$ cat config.mk
export PLATFORM = sky130hd
export DESIGN_NAME = svge_mac
export DESIGN_NICKNAME = d
export VERILOG_FILES = /design/src/design/state_vector_gate_engine_unit_defines.svh /design/src/design/svge_pkg.sv /design/src/design/svge_mac.sv
export SDC_FILE = /design/constraint.sdc
export NUM_CORES = 1
export LEC_CHECK = 0
export BUFFER_PORTS_ARGS = -buffer_cell sky130_fd_sc_hd__buf_2
export CAP_MARGIN = 15
export CORE_MARGIN = 1.5
export CORE_UTILIZATION = 65
export DETAILED_ROUTE_END_ITERATION = 10
export PLACE_DENSITY = 0.84
export RECOVER_POWER = 100
export SETUP_SLACK_MARGIN = 0.1
export SKIP_LAST_GASP = 1
export SYNTH_ARGS = -nofsm -noshare
export SYNTH_HDL_FRONTEND = slang
export SYNTH_SLANG_ARGS = --single-unit
$ cat constraint.sdc
create_clock -name clk -period 18.25 [get_ports clk]
set_clock_uncertainty 0.1 [all_clocks]
set_input_delay 0.9125 -clock clk [delete_from_list [all_inputs] [get_ports clk]]
set_output_delay 0.9125 -clock clk [all_outputs]
set_load 0.03 [all_outputs]
$ cat src/design/state_vector_gate_engine_unit_defines.svh
// assertion macros shared by the state vector gate engine rtl
`ifndef STATE_VECTOR_GATE_ENGINE_UNIT_DEFINES_SVH
`define STATE_VECTOR_GATE_ENGINE_UNIT_DEFINES_SVH

// same-cycle implication, checked out of reset
`define SVGE_ASSERT_SAME(label, clk, rst_n, ante, cons) \
  label: assert property (@(posedge clk) disable iff (!rst_n) (ante) |-> (cons)) \
    else $error("svge check failed: same cycle");

// next-cycle implication, checked out of reset
`define SVGE_ASSERT_NEXT(label, clk, rst_n, ante, cons) \
  label: assert property (@(posedge clk) disable iff (!rst_n) (ante) |=> (cons)) \
    else $error("svge check failed: next cycle");

`endif

$ cat src/design/svge_pkg.sv
// shared types and constants of the state vector gate engine
package svge_pkg;

  // item kinds
  localparam logic [1:0] KIND_INIT = 2'd0;
  localparam logic [1:0] KIND_GATE = 2'd1;
  localparam logic [1:0] KIND_READ = 2'd2;

  // result status codes
  localparam logic [1:0] STATUS_OK  = 2'd0;
  localparam logic [1:0] STATUS_BAD = 2'd1;
  localparam logic [1:0] STATUS_SAT = 2'd2;

  // fixed field widths
  localparam int FRAC   = 14;
  localparam int M_BITS = 16;
  localparam int OUT_W  = 16;
  localparam int TGT_W  = 4;
  localparam int CFG_W  = 4;
  localparam logic [CFG_W-1:0] QUBITS_RST = 4'd10;

  // control passed with each operand pair into the multiply-accumulate unit
  typedef struct packed {
    logic       vld;
    logic       neg;
    logic       first;
    logic       last;
    logic [1:0] slot;
  } mac_ctl_t;

endpackage

$ cat src/design/svge_mac.sv
// shared multiplier and accumulator with rounding and saturation
module svge_mac import svge_pkg::*; #(
  parameter int AMP_BITS = 16
) (
  input  logic                       clk,
  input  logic                       rst_n,
  input  mac_ctl_t                   ctl_i,
  input  logic signed [M_BITS-1:0]   m_i,
  input  logic signed [AMP_BITS-1:0] x_i,
  output logic signed [AMP_BITS-1:0] res_o,
  output logic                       res_vld_o,
  output logic [1:0]                 res_slot_o,
  output logic                       sat_o
);

  localparam int PW    = M_BITS + AMP_BITS;
  localparam int ACC_W = PW + 2;
  localparam logic signed [ACC_W-1:0] RND = ACC_W'(1) << (FRAC - 1);
  localparam logic signed [ACC_W-1:0] HI  =
    {{(ACC_W-AMP_BITS+1){1'b0}}, {(AMP_BITS-1){1'b1}}};
  localparam logic signed [ACC_W-1:0] LO  =
    {{(ACC_W-AMP_BITS+1){1'b1}}, {(AMP_BITS-1){1'b0}}};

  logic signed [PW-1:0]    p_r;
  mac_ctl_t                ctl_r;
  logic signed [ACC_W-1:0] acc_r;
  logic signed [ACC_W-1:0] term;
  logic signed [ACC_W-1:0] sum;
  logic signed [ACC_W-1:0] rnd;
  logic                    over_hi;
  logic                    under_lo;

  // multiply stage
  always_ff @(posedge clk) begin
    p_r <= m_i * x_i;
    if (!rst_n) begin
      ctl_r <= '0;
    end else begin
      ctl_r <= ctl_i;
    end
  end

  // accumulate, round half up, saturate
  always_comb begin
    term     = ctl_r.neg ? -ACC_W'(p_r) : ACC_W'(p_r);
    sum      = (ctl_r.first ? '0 : acc_r) + term;
    rnd      = (sum + RND) >>> FRAC;
    over_hi  = rnd > HI;
    under_lo = rnd < LO;
  end

  always_ff @(posedge clk) begin
    if (ctl_r.vld) begin
      acc_r <= sum;
    end
    if (over_hi) begin
      res_o <= HI[AMP_BITS-1:0];
    end else if (under_lo) begin
      res_o <= LO[AMP_BITS-1:0];
    end else begin
      res_o <= rnd[AMP_BITS-1:0];
    end
    res_slot_o <= ctl_r.slot;
    if (!rst_n) begin
      res_vld_o <= 1'b0;
      sat_o     <= 1'b0;
    end else begin
      res_vld_o <= ctl_r.vld && ctl_r.last;
      sat_o     <= ctl_r.vld && ctl_r.last && (over_hi || under_lo);
    end
  end

endmodule

# Word level (Yosys, flattened, before mapping)
# Index checks and enable logic that the tools add are counted.
# word_totals
output_inout_bits	20
word_cells	23
ff_bits	92
# op_classes
n_reduce_logical	3
multipliers	1
add_sub_neg	3
n_lt_le_gt_ge	2
muxes	3
# ops
operator	n
34-bit two-way mux	2
34-bit by 15-bit adder with 34-bit output (second input constant)	1
34-bit adder	1
32-bit negation with 34-bit output	1
16-bit by 16-bit multiplier with 32-bit output	1
20-bit by 16-bit greater-than comparator with 1-bit output (second input constant)	1
20-bit by 16-bit less-than comparator with 1-bit output (second input constant)	1
16-bit two-way mux	1
1-bit logical AND	2
1-bit logical OR	1

# Logic depth before layout (Yosys ltp)
# Gate-level depths: netlist of run 1.
# logic_depth
word_depth	7
ltp_mapped	26

# Least setup slack after synthesis of run 1
# OpenSTA, ideal clock, no wires.
# synth_timing
path_kind	input -> register
start	input x_i[6]
end	register p_r[29]
path_buffers	1
setup_time_ns	0.072
arrival_time_ns	6.557
cell_stages	24
slack_ns	11.520
path_cell_list	clkbuf_1 -> nand2_1 -> fa_1 -> inv_1 -> fa_1 -> inv_1 -> fa_1 -> inv_1 -> fa_1 -> inv_1 -> fa_1 -> inv_1 -> fa_1 -> ha_1 -> or2_2 -> a21oi_1 -> a211o_1 -> a31oi_1 -> a221oi_1 -> nor2b_1 -> o21ai_0 -> nand2_1 -> a21oi_1 -> xnor2_1
# synth_between
elab_chain_len	1
# synth_rtl
element	line_no	text
from (decl)	svge_mac.sv:9	input logic signed [AMP_BITS-1:0] x_i,
16-bit by 16-bit multiplier with 32-bit output	svge_mac.sv:35	p_r <= m_i * x_i;
to (signal assigned)	svge_mac.sv:35	
to (decl)	svge_mac.sv:24	logic signed [PW-1:0] p_r;
# Every way passes these cells.
# A chain may end at the register's enable or synchronous reset.

# Final worst setup path of run 1
# layout_timing
start	register ctl_r[3] (netlist bit)
end	register res_o[11]
# layout_between
elab_chain_len	5
# layout_rtl
element	line_no	text
from (decl)	svge_mac.sv:25	mac_ctl_t ctl_r;
from (signal assigned)	svge_mac.sv:39	ctl_r <= ctl_i;
34-bit two-way mux (*)	svge_mac.sv:46	sum = (ctl_r.first ? '0 : acc_r) + term;
34-bit adder (*)	svge_mac.sv:46	
net sum[25]	svge_mac.sv:28	logic signed [ACC_W-1:0] sum;
34-bit by 15-bit adder with 34-bit output (*)	svge_mac.sv:47	rnd = (sum + RND) >>> FRAC;
20-bit by 16-bit less-than comparator with 1-bit output	svge_mac.sv:49	under_lo = rnd < LO;
16-bit two-way mux	svge_mac.sv:58	end else if (under_lo) begin
to (signal assigned)	svge_mac.sv:57	res_o <= HI[AMP_BITS-1:0];
to (signal assigned)	svge_mac.sv:59	res_o <= LO[AMP_BITS-1:0];
to (signal assigned)	svge_mac.sv:61	res_o <= rnd[AMP_BITS-1:0];
to (decl)	svge_mac.sv:10	output logic signed [AMP_BITS-1:0] res_o,
# The timed path passes the listed nets; every way through them passes the cells marked *.

==> impl_summary.log, run 1 <==
[metrics] arrival time at the worst endpoint: 8.63 ns
[metrics] post-synthesis cell type count: 82
[metrics] Die W: 157 um
[metrics] worst reg2reg path startpoint: ctl_r[3]
[metrics] number of placed cells counting well taps: 1993
[metrics] Worst path most repeated cell: sky130_fd_sc_hd__o21ai_0
[metrics] number of antenna violations at the first check in global routing: 0
[metrics] max-cap check violation count: 3
[metrics] area share of the largest cell type after synthesis: 34.2%
[metrics] IO buf count: 59
[metrics] number of failing setup endpoints in the final timing report: 0
[metrics] core region area: 23300 um2
[metrics] post-cts resize count: 0
[metrics] setup slack of the most critical reg-to-reg path: 9.60 ns
[metrics] DIE AREA: 24600 um2
[metrics] maximum cell stage delay along the critical path: 1.50 ns
[metrics] Final #Nets: 2105
[metrics] max-slew headroom at the worst pin: -38.0%
[metrics] HPWL after detailed placement: 28.4 mm
[metrics] overall global routing resource usage: 30.3%
[metrics] most instantiated library cell after synthesis: sky130_fd_sc_hd__inv_1
[metrics] vias per cell: 5.71
[metrics] clock root buffer master: sky130_fd_sc_hd__clkbuf_16
[metrics] net count after synthesis: 2088
[metrics] cell type contributing the most total cell area after synthesis: sky130_fd_sc_hd__fa_1
[metrics] Max Fclk: 116 MHz
[metrics] category of the worst setup path capture point: flop
[metrics] met2 usage: 54.0%
[metrics] first-iteration detailed-routing DRC count: 690
[metrics] fraction of the yosys area taken by sequential cells: 14.2%
[metrics] met3 track utilization from global routing: 4.35%
[metrics] clk sink count: 92
[metrics] min-delay worst type: flop to flop
[metrics] category of the most critical setup path: flop to flop
[metrics] Max Slew Vio Count: 85
[metrics] Commonest cells post-synth: sky130_fd_sc_hd__inv_1, sky130_fd_sc_hd__fa_1, sky130_fd_sc_hd__nand2_1
[metrics] status: finished with violations
[metrics] Max clock buf depth: 2
[metrics] endpoint of the lowest-slack register-to-register path: res_o[11]
[metrics] total setup buffers inserted after CTS: 0
[metrics] Synth area leaders: sky130_fd_sc_hd__fa_1, sky130_fd_sc_hd__ha_1, sky130_fd_sc_hd__dfxtp_1
[metrics] Main synth FF type: sky130_fd_sc_hd__dfxtp_1
[metrics] average wire length per cell after detail routing: 17.2 um
[metrics] Least-Margin Pin Slew: 2.07 ns
[metrics] Min-Delay Startpoint: ctl_r[1]
[metrics] largest family of logic cells by synthesized area: adder cells
[metrics] Num CTS Buffers: 9
[metrics] Die Y-Extent: 157 um
[metrics] Reg2Reg Depth: 16
[metrics] global-route wire length before repair: 58.4 mm
[metrics] Total Neg Setup Slack: 0 ns
[metrics] maximum net fanout on the critical path: 34
[metrics] required time worst endpoint: 18.24 ns
[metrics] number of global-route vias before repair: 12300
[metrics] count of flip-flops with a built-in enable after synthesis: 34
[metrics] slowest CP cell: sky130_fd_sc_hd__o21ai_0
[metrics] clock transition at the registers of the reported paths: 0.07 ns
[metrics] final hold vios: 0
[metrics] worst hold path depth: 0
[metrics] clock tree from TritonCTS: built
[metrics] number of DRC violations after detailed routing: 0
[metrics] final critical path time including I/O delays and setup: 8.65 ns
[metrics] worst-path cell chain: clkbuf_1 > nand2b_1 > inv_1 > ha_1 > a211oi_1 > o21ai_0 > o311ai_0 > a211oi_1 > o2111a_1 > nor3_1 > nand4_1 > nor4_1 > nand3_1 > xnor2_1 > o21ai_0 > o21ai_0
[metrics] FFs w/ async S/R, synth: 0%
[metrics] top-level I/O count: 60
[metrics] Finished Layout Cells: 2009
[metrics] number of levels the H-tree was split into: 3
[metrics] number of standard cells after synthesis: 1668
[metrics] post-synthesis xor/xnor area fraction: 6.05%
[metrics] most used routing layer in global routing: met2
[metrics] failing checks: capacitance limit, slew limit
[metrics] Post-DRT Antenna Nets: 0
[metrics] mean area per synthesized cell: 9.24 um2
[metrics] routed vias: 11500
[metrics] combined area of all synthesized cells: 15400 um2
[metrics] layout overhead on the synthesized area: 4.25%
[metrics] arithmetic-cell share of the synthesized area counting full adders, half adders and majority gates: 43.7%
[metrics] ratio of cells with drive above 1 in the final layout: 5.44%
[metrics] detailed-router iteration count before antenna repair: 5
[metrics] diodes inserted: 0
[metrics] Congestion Overflow GR: 0
[metrics] final weighted congestion of routability-driven global placement: 0.980
[metrics] type of origin of the critical path: flop
[metrics] effective utilization at floorplan: 66.0%
[metrics] setup repair after global routing missed its margin: no
[metrics] number of standard-cell rows in the floorplan: 56
[metrics] global-route met1 utilization: 37.2%
[metrics] FF+latch count, synth: 92
[metrics] share of the cycle needed by the critical path after routing: 47.4%
[metrics] maximum number of pins on one net before global-route repair: 35
[metrics] simple logic cell fraction of the synthesized area: 17.6%
[metrics] area fraction in compound gates after synthesis: 9.57%
[metrics] mux share of post-synthesis cell area: 0.195%
[metrics] Hold Path Sink: res_slot_o[1]
[metrics] clock network latency to the later pin of the worst-skew pair: 0.34 ns
[metrics] synthesis warning total: 0
[metrics] total detailed-routing wirelength: 34.5 mm
[metrics] number of buffers inserted by hold repair at cts: 0
-- worst max-delay path by stage --
stage	slack [ns]	endpoint	from
finish	9.60	res_o[11]	ctl_r[3]
global route	8.78	res_o[11]	ctl_r[3]
CTS	11.30	p_r[29]	m_i[5]
detailed placement	10.93	p_r[29]	m_i[5]
global placement	11.19	p_r[31]	m_i[7]
floorplan	11.52	p_r[29]	x_i[6]
-- registers in the layout, summed over array words and instances (netlist names) --
signal	flops
acc_r	34
res_vld_o	1
sat_o	1
res_slot_o	2
p_r	32
res_o	16
ctl_r	6
-- through the flow --
step                util (%)  instance area (um2)  worst slack (ns)  hold WS (ns)
floorplan                  -                15400             11.52         0.210
global placement        68.1                15900             11.19         0.210
detailed placement      68.1                15900             10.93         0.217
CTS                     69.4                16200             11.30         0.234
global route            68.8                16100              8.78         0.238
finish                  68.8                16100              9.60         0.231
-- per-layer routing --
metal	vias up	part of all wire [%]
met4	0	3.4
met1	5664	40
li1	5295	-
met2	417	51
met3	98	6.2
met5	-	0
-- layout by cell type (no fill, tap or decap), drive strengths merged, types with 3 or more instances in the layout --
master | Yosys | routed
o21bai | 4 | 4
ha | 117 | 117
or4 | 7 | 7
and2 | 110 | 110
a21oi | 61 | 61
nor3b | 3 | 3
or2 | 5 | 5
o41ai | 5 | 5
mux2i | 3 | 3
o2111ai | 3 | 3
nand3 | 26 | 26
and3 | 9 | 9
o21ai | 61 | 61
nor2 | 44 | 44
or3 | 12 | 12
nand2b | 30 | 30
edfxtp | 34 | 34
o311ai | 4 | 4
a21o | 24 | 24
a311oi | 3 | 3
inv | 297 | 298
xnor2 | 80 | 80
dfxtp | 58 | 58
xor2 | 23 | 23
nor3 | 15 | 15
a31o | 4 | 4
clkbuf | 47 | 35
fa | 263 | 263
a31oi | 7 | 7
buf | 9 | 37
nand4 | 12 | 12
nor2b | 39 | 39
clkinv | 0 | 3
o211ai | 4 | 4
a21boi | 4 | 4
o31ai | 9 | 9
o21a | 5 | 5
a211oi | 7 | 7
nor4 | 3 | 3
nand2 | 197 | 197
-- cells by family (layout without fill, tap and decap cells) --
logic type,count (synthesis),after routing
AOI/OAI and AO/OA,216,216
DFF,92,92
muxes,3,3
buffers and inverters,353,375
adders and majority gates,380,380
and+or+nand+nor,521,521
xor gates and xnor gates,103,103
-- cell type report --
| cell class | count | area [um2] |
|---|---|---|
| Clock inverter | 6 | 60.1 |
| Tap cell | 319 | 399 |
| Fill cell | 1757 | 7270 |
| Clock buffer | 10 | 239 |
| Timing Repair Buffer | 62 | 282 |
| Sequential cell | 92 | 2180 |
| Multi-Input combinational cell | 1223 | 11800 |
| Inverter | 297 | 1110 |
-- worst max-delay path, delay by kind of cell (launching register included) --
| family | cells | cell delay, ns |
|---|---|---|
| flops | 1 | 0.31 |
| fa+ha+maj | 1 | 0.29 |
| compound gates | 7 | 4.32 |
| buf+inv | 2 | 1.20 |
| xor+xnor | 1 | 0.25 |
| simple gates | 5 | 1.89 |
Power of run 1 is left out: the tool's default activity adds up to more than one toggle a clock period on the data nets, which glitch-free logic cannot reach.
==> inputs of run 2 (changes only) <==
--- a/config.mk
+++ b/config.mk
@@ -8,9 +8,9 @@
 export BUFFER_PORTS_ARGS = -buffer_cell sky130_fd_sc_hd__buf_2
 export CAP_MARGIN = 15
 export CORE_MARGIN = 1.5
-export CORE_UTILIZATION = 65
+export CORE_UTILIZATION = 59
 export DETAILED_ROUTE_END_ITERATION = 10
-export PLACE_DENSITY = 0.84
+export PLACE_DENSITY = 0.81
 export RECOVER_POWER = 100
 export SETUP_SLACK_MARGIN = 0.1
 export SKIP_LAST_GASP = 1
==> constraint.sdc (replaced) <==
create_clock -name clk -period 7.7 [get_ports clk]
set_clock_uncertainty 0.1 [all_clocks]
set_input_delay 0.385 -clock clk [delete_from_list [all_inputs] [get_ports clk]]
set_output_delay 0.385 -clock clk [all_outputs]
set_load 0.03 [all_outputs]
==> run 2 against run 1 <==
  * Core utilization decreased by 5.5 points
  * First-iteration DRC count increased by 11%
  * Non-clock buffer count decreased by 1
  * Critical path type is now input pin to flop
  * Register-to-register slack got worse by 8.3 ns
  * Global-route usage decreased by 2.5 points
  * The run still ends with capacitance limit, slew limit left
  * Critical path depth increased by 7
  * Critical endpoint is now p_r[29]
  * Sequential share of layout area about the same
  * Via count decreased by 0.48%
  * Routed wire length about the same
==> impl_summary.log, run 2 (synthesis results as in run 1) <==
[metrics] max-slew headroom at the worst pin: -40.9% (-3.0 points)
[metrics] final-layout fill cell count: 2102 (+20%)
[metrics] clock tree from TritonCTS: built
[metrics] clock root buffer master: sky130_fd_sc_hd__clkbuf_16
[metrics] max-cap check violation count: 1 (-2)
[metrics] category of the worst setup path capture point: flop
[metrics] category of the most critical setup path: input pin to flop
[metrics] commonest cells after routing, fill and taps aside: sky130_fd_sc_hd__inv_1, sky130_fd_sc_hd__fa_1, sky130_fd_sc_hd__nand2_1
[metrics] number of flip-flops under the largest register name: 34 (unchanged)
[metrics] Congestion Overflow GR: 0 (unchanged)
[metrics] final critical path time including I/O delays and setup: 6.84 ns
[metrics] post-cts resize count: 0 (unchanged)
[metrics] Worst path most repeated cell: sky130_fd_sc_hd__fa_1
[metrics] number of global-route vias before repair: 12200 (-0.61%)
[metrics] failing checks: capacitance limit, slew limit
[metrics] maximum cell stage delay along the critical path: 0.61 ns (-0.89 ns)
[metrics] detailed-router iteration count before antenna repair: 5 (unchanged)
[metrics] share of the cycle needed by the critical path after routing: 88.8%
[metrics] slowest CP cell: sky130_fd_sc_hd__clkbuf_1
[metrics] maximum net fanout on the critical path: 16 (-53%)
[metrics] average wire length per cell after detail routing: 17.1 um (-0.41%)
[metrics] total setup buffers inserted after CTS: 0 (unchanged)
[metrics] total detailed-routing wirelength: 34.6 mm (about the same)
[metrics] core region area: 25400 um2 (+8.9%)
[metrics] Least-Margin Pin Slew: 2.11 ns (+0.0446 ns)
[metrics] type of origin of the critical path: input pin
[metrics] number of buffers inserted by hold repair at cts: 0 (unchanged)
[metrics] clock network latency to the later pin of the worst-skew pair: 0.36 ns (+0.02 ns)
[metrics] diodes inserted: 0 (unchanged)
[metrics] final weighted congestion of routability-driven global placement: 0.914 (-6.8%)
[metrics] Max Fclk: 146 MHz
[metrics] ratio of cells with drive above 1 in the final layout: 5.45% (about the same)
[metrics] setup repair after global routing missed its margin: no
[metrics] vias per cell: 5.66 (-0.97%)
[metrics] Num CTS Buffers: 9 (unchanged)
[metrics] Post-DRT Antenna Nets: 0 (unchanged)
[metrics] Die Y-Extent: 165 um (+4.9%)
[metrics] DIE AREA: 27100 um2 (+10%)
[metrics] Max clock buf depth: 2 (unchanged)
[metrics] routed vias: 11400 (-0.48%)
[metrics] Max Slew Vio Count: 35 (-59%)
[metrics] Reg2Reg Depth: 21 (+5)
[metrics] required time worst endpoint: 7.87 ns (-10.37 ns)
[metrics] number of antenna violations at the first check in global routing: 0 (unchanged)
[metrics] min-delay worst type: input pin to flop
[metrics] effective utilization at floorplan: 60.7% (-5.4 points)
[metrics] Final #Nets: 2104 (-0.048%)
[metrics] final hold vios: 0 (unchanged)
[metrics] overall global routing resource usage: 27.8% (-2.5 points)
[metrics] top-level I/O count: 60 (unchanged)
[metrics] status: finished with violations
[metrics] Die W: 165 um (+4.9%)
[metrics] worst hold path depth: 2 (+2)
[metrics] arrival time at the worst endpoint: 7.02 ns (-1.61 ns)
[metrics] clock transition at the registers of the reported paths: 0.06 ns (about the same)
[metrics] maximum number of pins on one net before global-route repair: 35 (unchanged)
[metrics] IO buf count: 59 (unchanged)
[metrics] number of standard-cell rows in the floorplan: 58 (+3.6%)
[metrics] Placement Cell Area: 15900 um2 (about the same)
[metrics] Finished Layout Cells: 2019 (+0.50%)
[metrics] first-iteration detailed-routing DRC count: 768 (+11%)
[metrics] HPWL after detailed placement: 28.3 mm (-0.67%)
[metrics] leading cell type in the layout, fill and taps excluded: sky130_fd_sc_hd__inv_1
[metrics] worst-path cell chain: clkbuf_1 > nand2_1 > fa_1 > inv_1 > fa_1 > inv_1 > fa_1 > fa_1 > inv_1 > fa_1 > fa_1 > ha_1 > a21oi_1 > o21ai_0 > a31oi_1 > a211o_1 > a31oi_1 > a221oi_1 > nor2b_1 > o21ai_0 > nand2_1 > a21oi_1 > xnor2_1
[metrics] Total Neg Setup Slack: 0 ns (unchanged)
[metrics] layout overhead on the synthesized area: 4.44%
[metrics] register with the most flip-flops: acc_r
[metrics] number of DRC violations after detailed routing: 0 (unchanged)
[metrics] global-route wire length before repair: 59.0 mm (+0.93%)
[metrics] number of failing setup endpoints in the final timing report: 0 (unchanged)
[metrics] number of levels the H-tree was split into: 3 (unchanged)
[metrics] clk sink count: 92 (unchanged)
[metrics] number of placed cells counting well taps: 2003 (+0.50%)
[metrics] post-route cell area: 16100 um2 (+0.19%)
[metrics] largest registers: acc_r (34), p_r (32), res_o (16)
[run 2: final cells by class]
type | count | area (um2) | area share [%]
clock inverters | 6 | 45.0 | 0.280
clock buffers | 10 | 239 | 1.48
flip-flops and latches | 92 | 2180 | 13.6
inverters | 297 | 1110 | 6.93
multi-input cells | 1223 | 11800 | 73.5
well taps | 330 | 413 | 2.57
repair buffers | 61 | 278 | 1.73
[run 2: worst paths after layout]
path                            slack, ns       endpoint     start
worst max-delay path                 0.86        p_r[29]    x_i[3]
worst min-delay path                 0.14       ctl_r[3]  ctl_i[3]
worst max register to register       1.33      res_o[11]    p_r[2]
worst min register to register       0.24  res_slot_o[0]  ctl_r[0]
[run 2: worst max-delay path: cells and delay by family]
family,cells,cell delay (ns)
adders and majority gates,7,3.40
buffers and inverters,4,0.76
and+or+nand+nor,3,0.38
AOI/OAI and AO/OA,8,1.95
xor gates and xnor gates,1,0.14
[run 2: per-layer routing]
metal	share of wire, %	vias to the layer above	GRT usage (%)
met5	0	-	0
li1	-	5292	-
met1	40	5652	34.1
met3	4.9	107	3.31
met2	50	368	49.1
met4	4.4	0	12.2
[run 2: stage by stage]
stage,util (%),setup slack (ns),hold WS [ns]
2_1_floorplan,-,1.50,0.210
3_3_place_gp,62.6,1.15,0.211
3_5_place_dp,62.6,0.910,0.228
4_1_cts,63.7,1.26,0.130
5_1_grt,63.4,0.626,0.137
6_report,63.4,0.859,0.137
Power of run 2 is left out for the same reason.
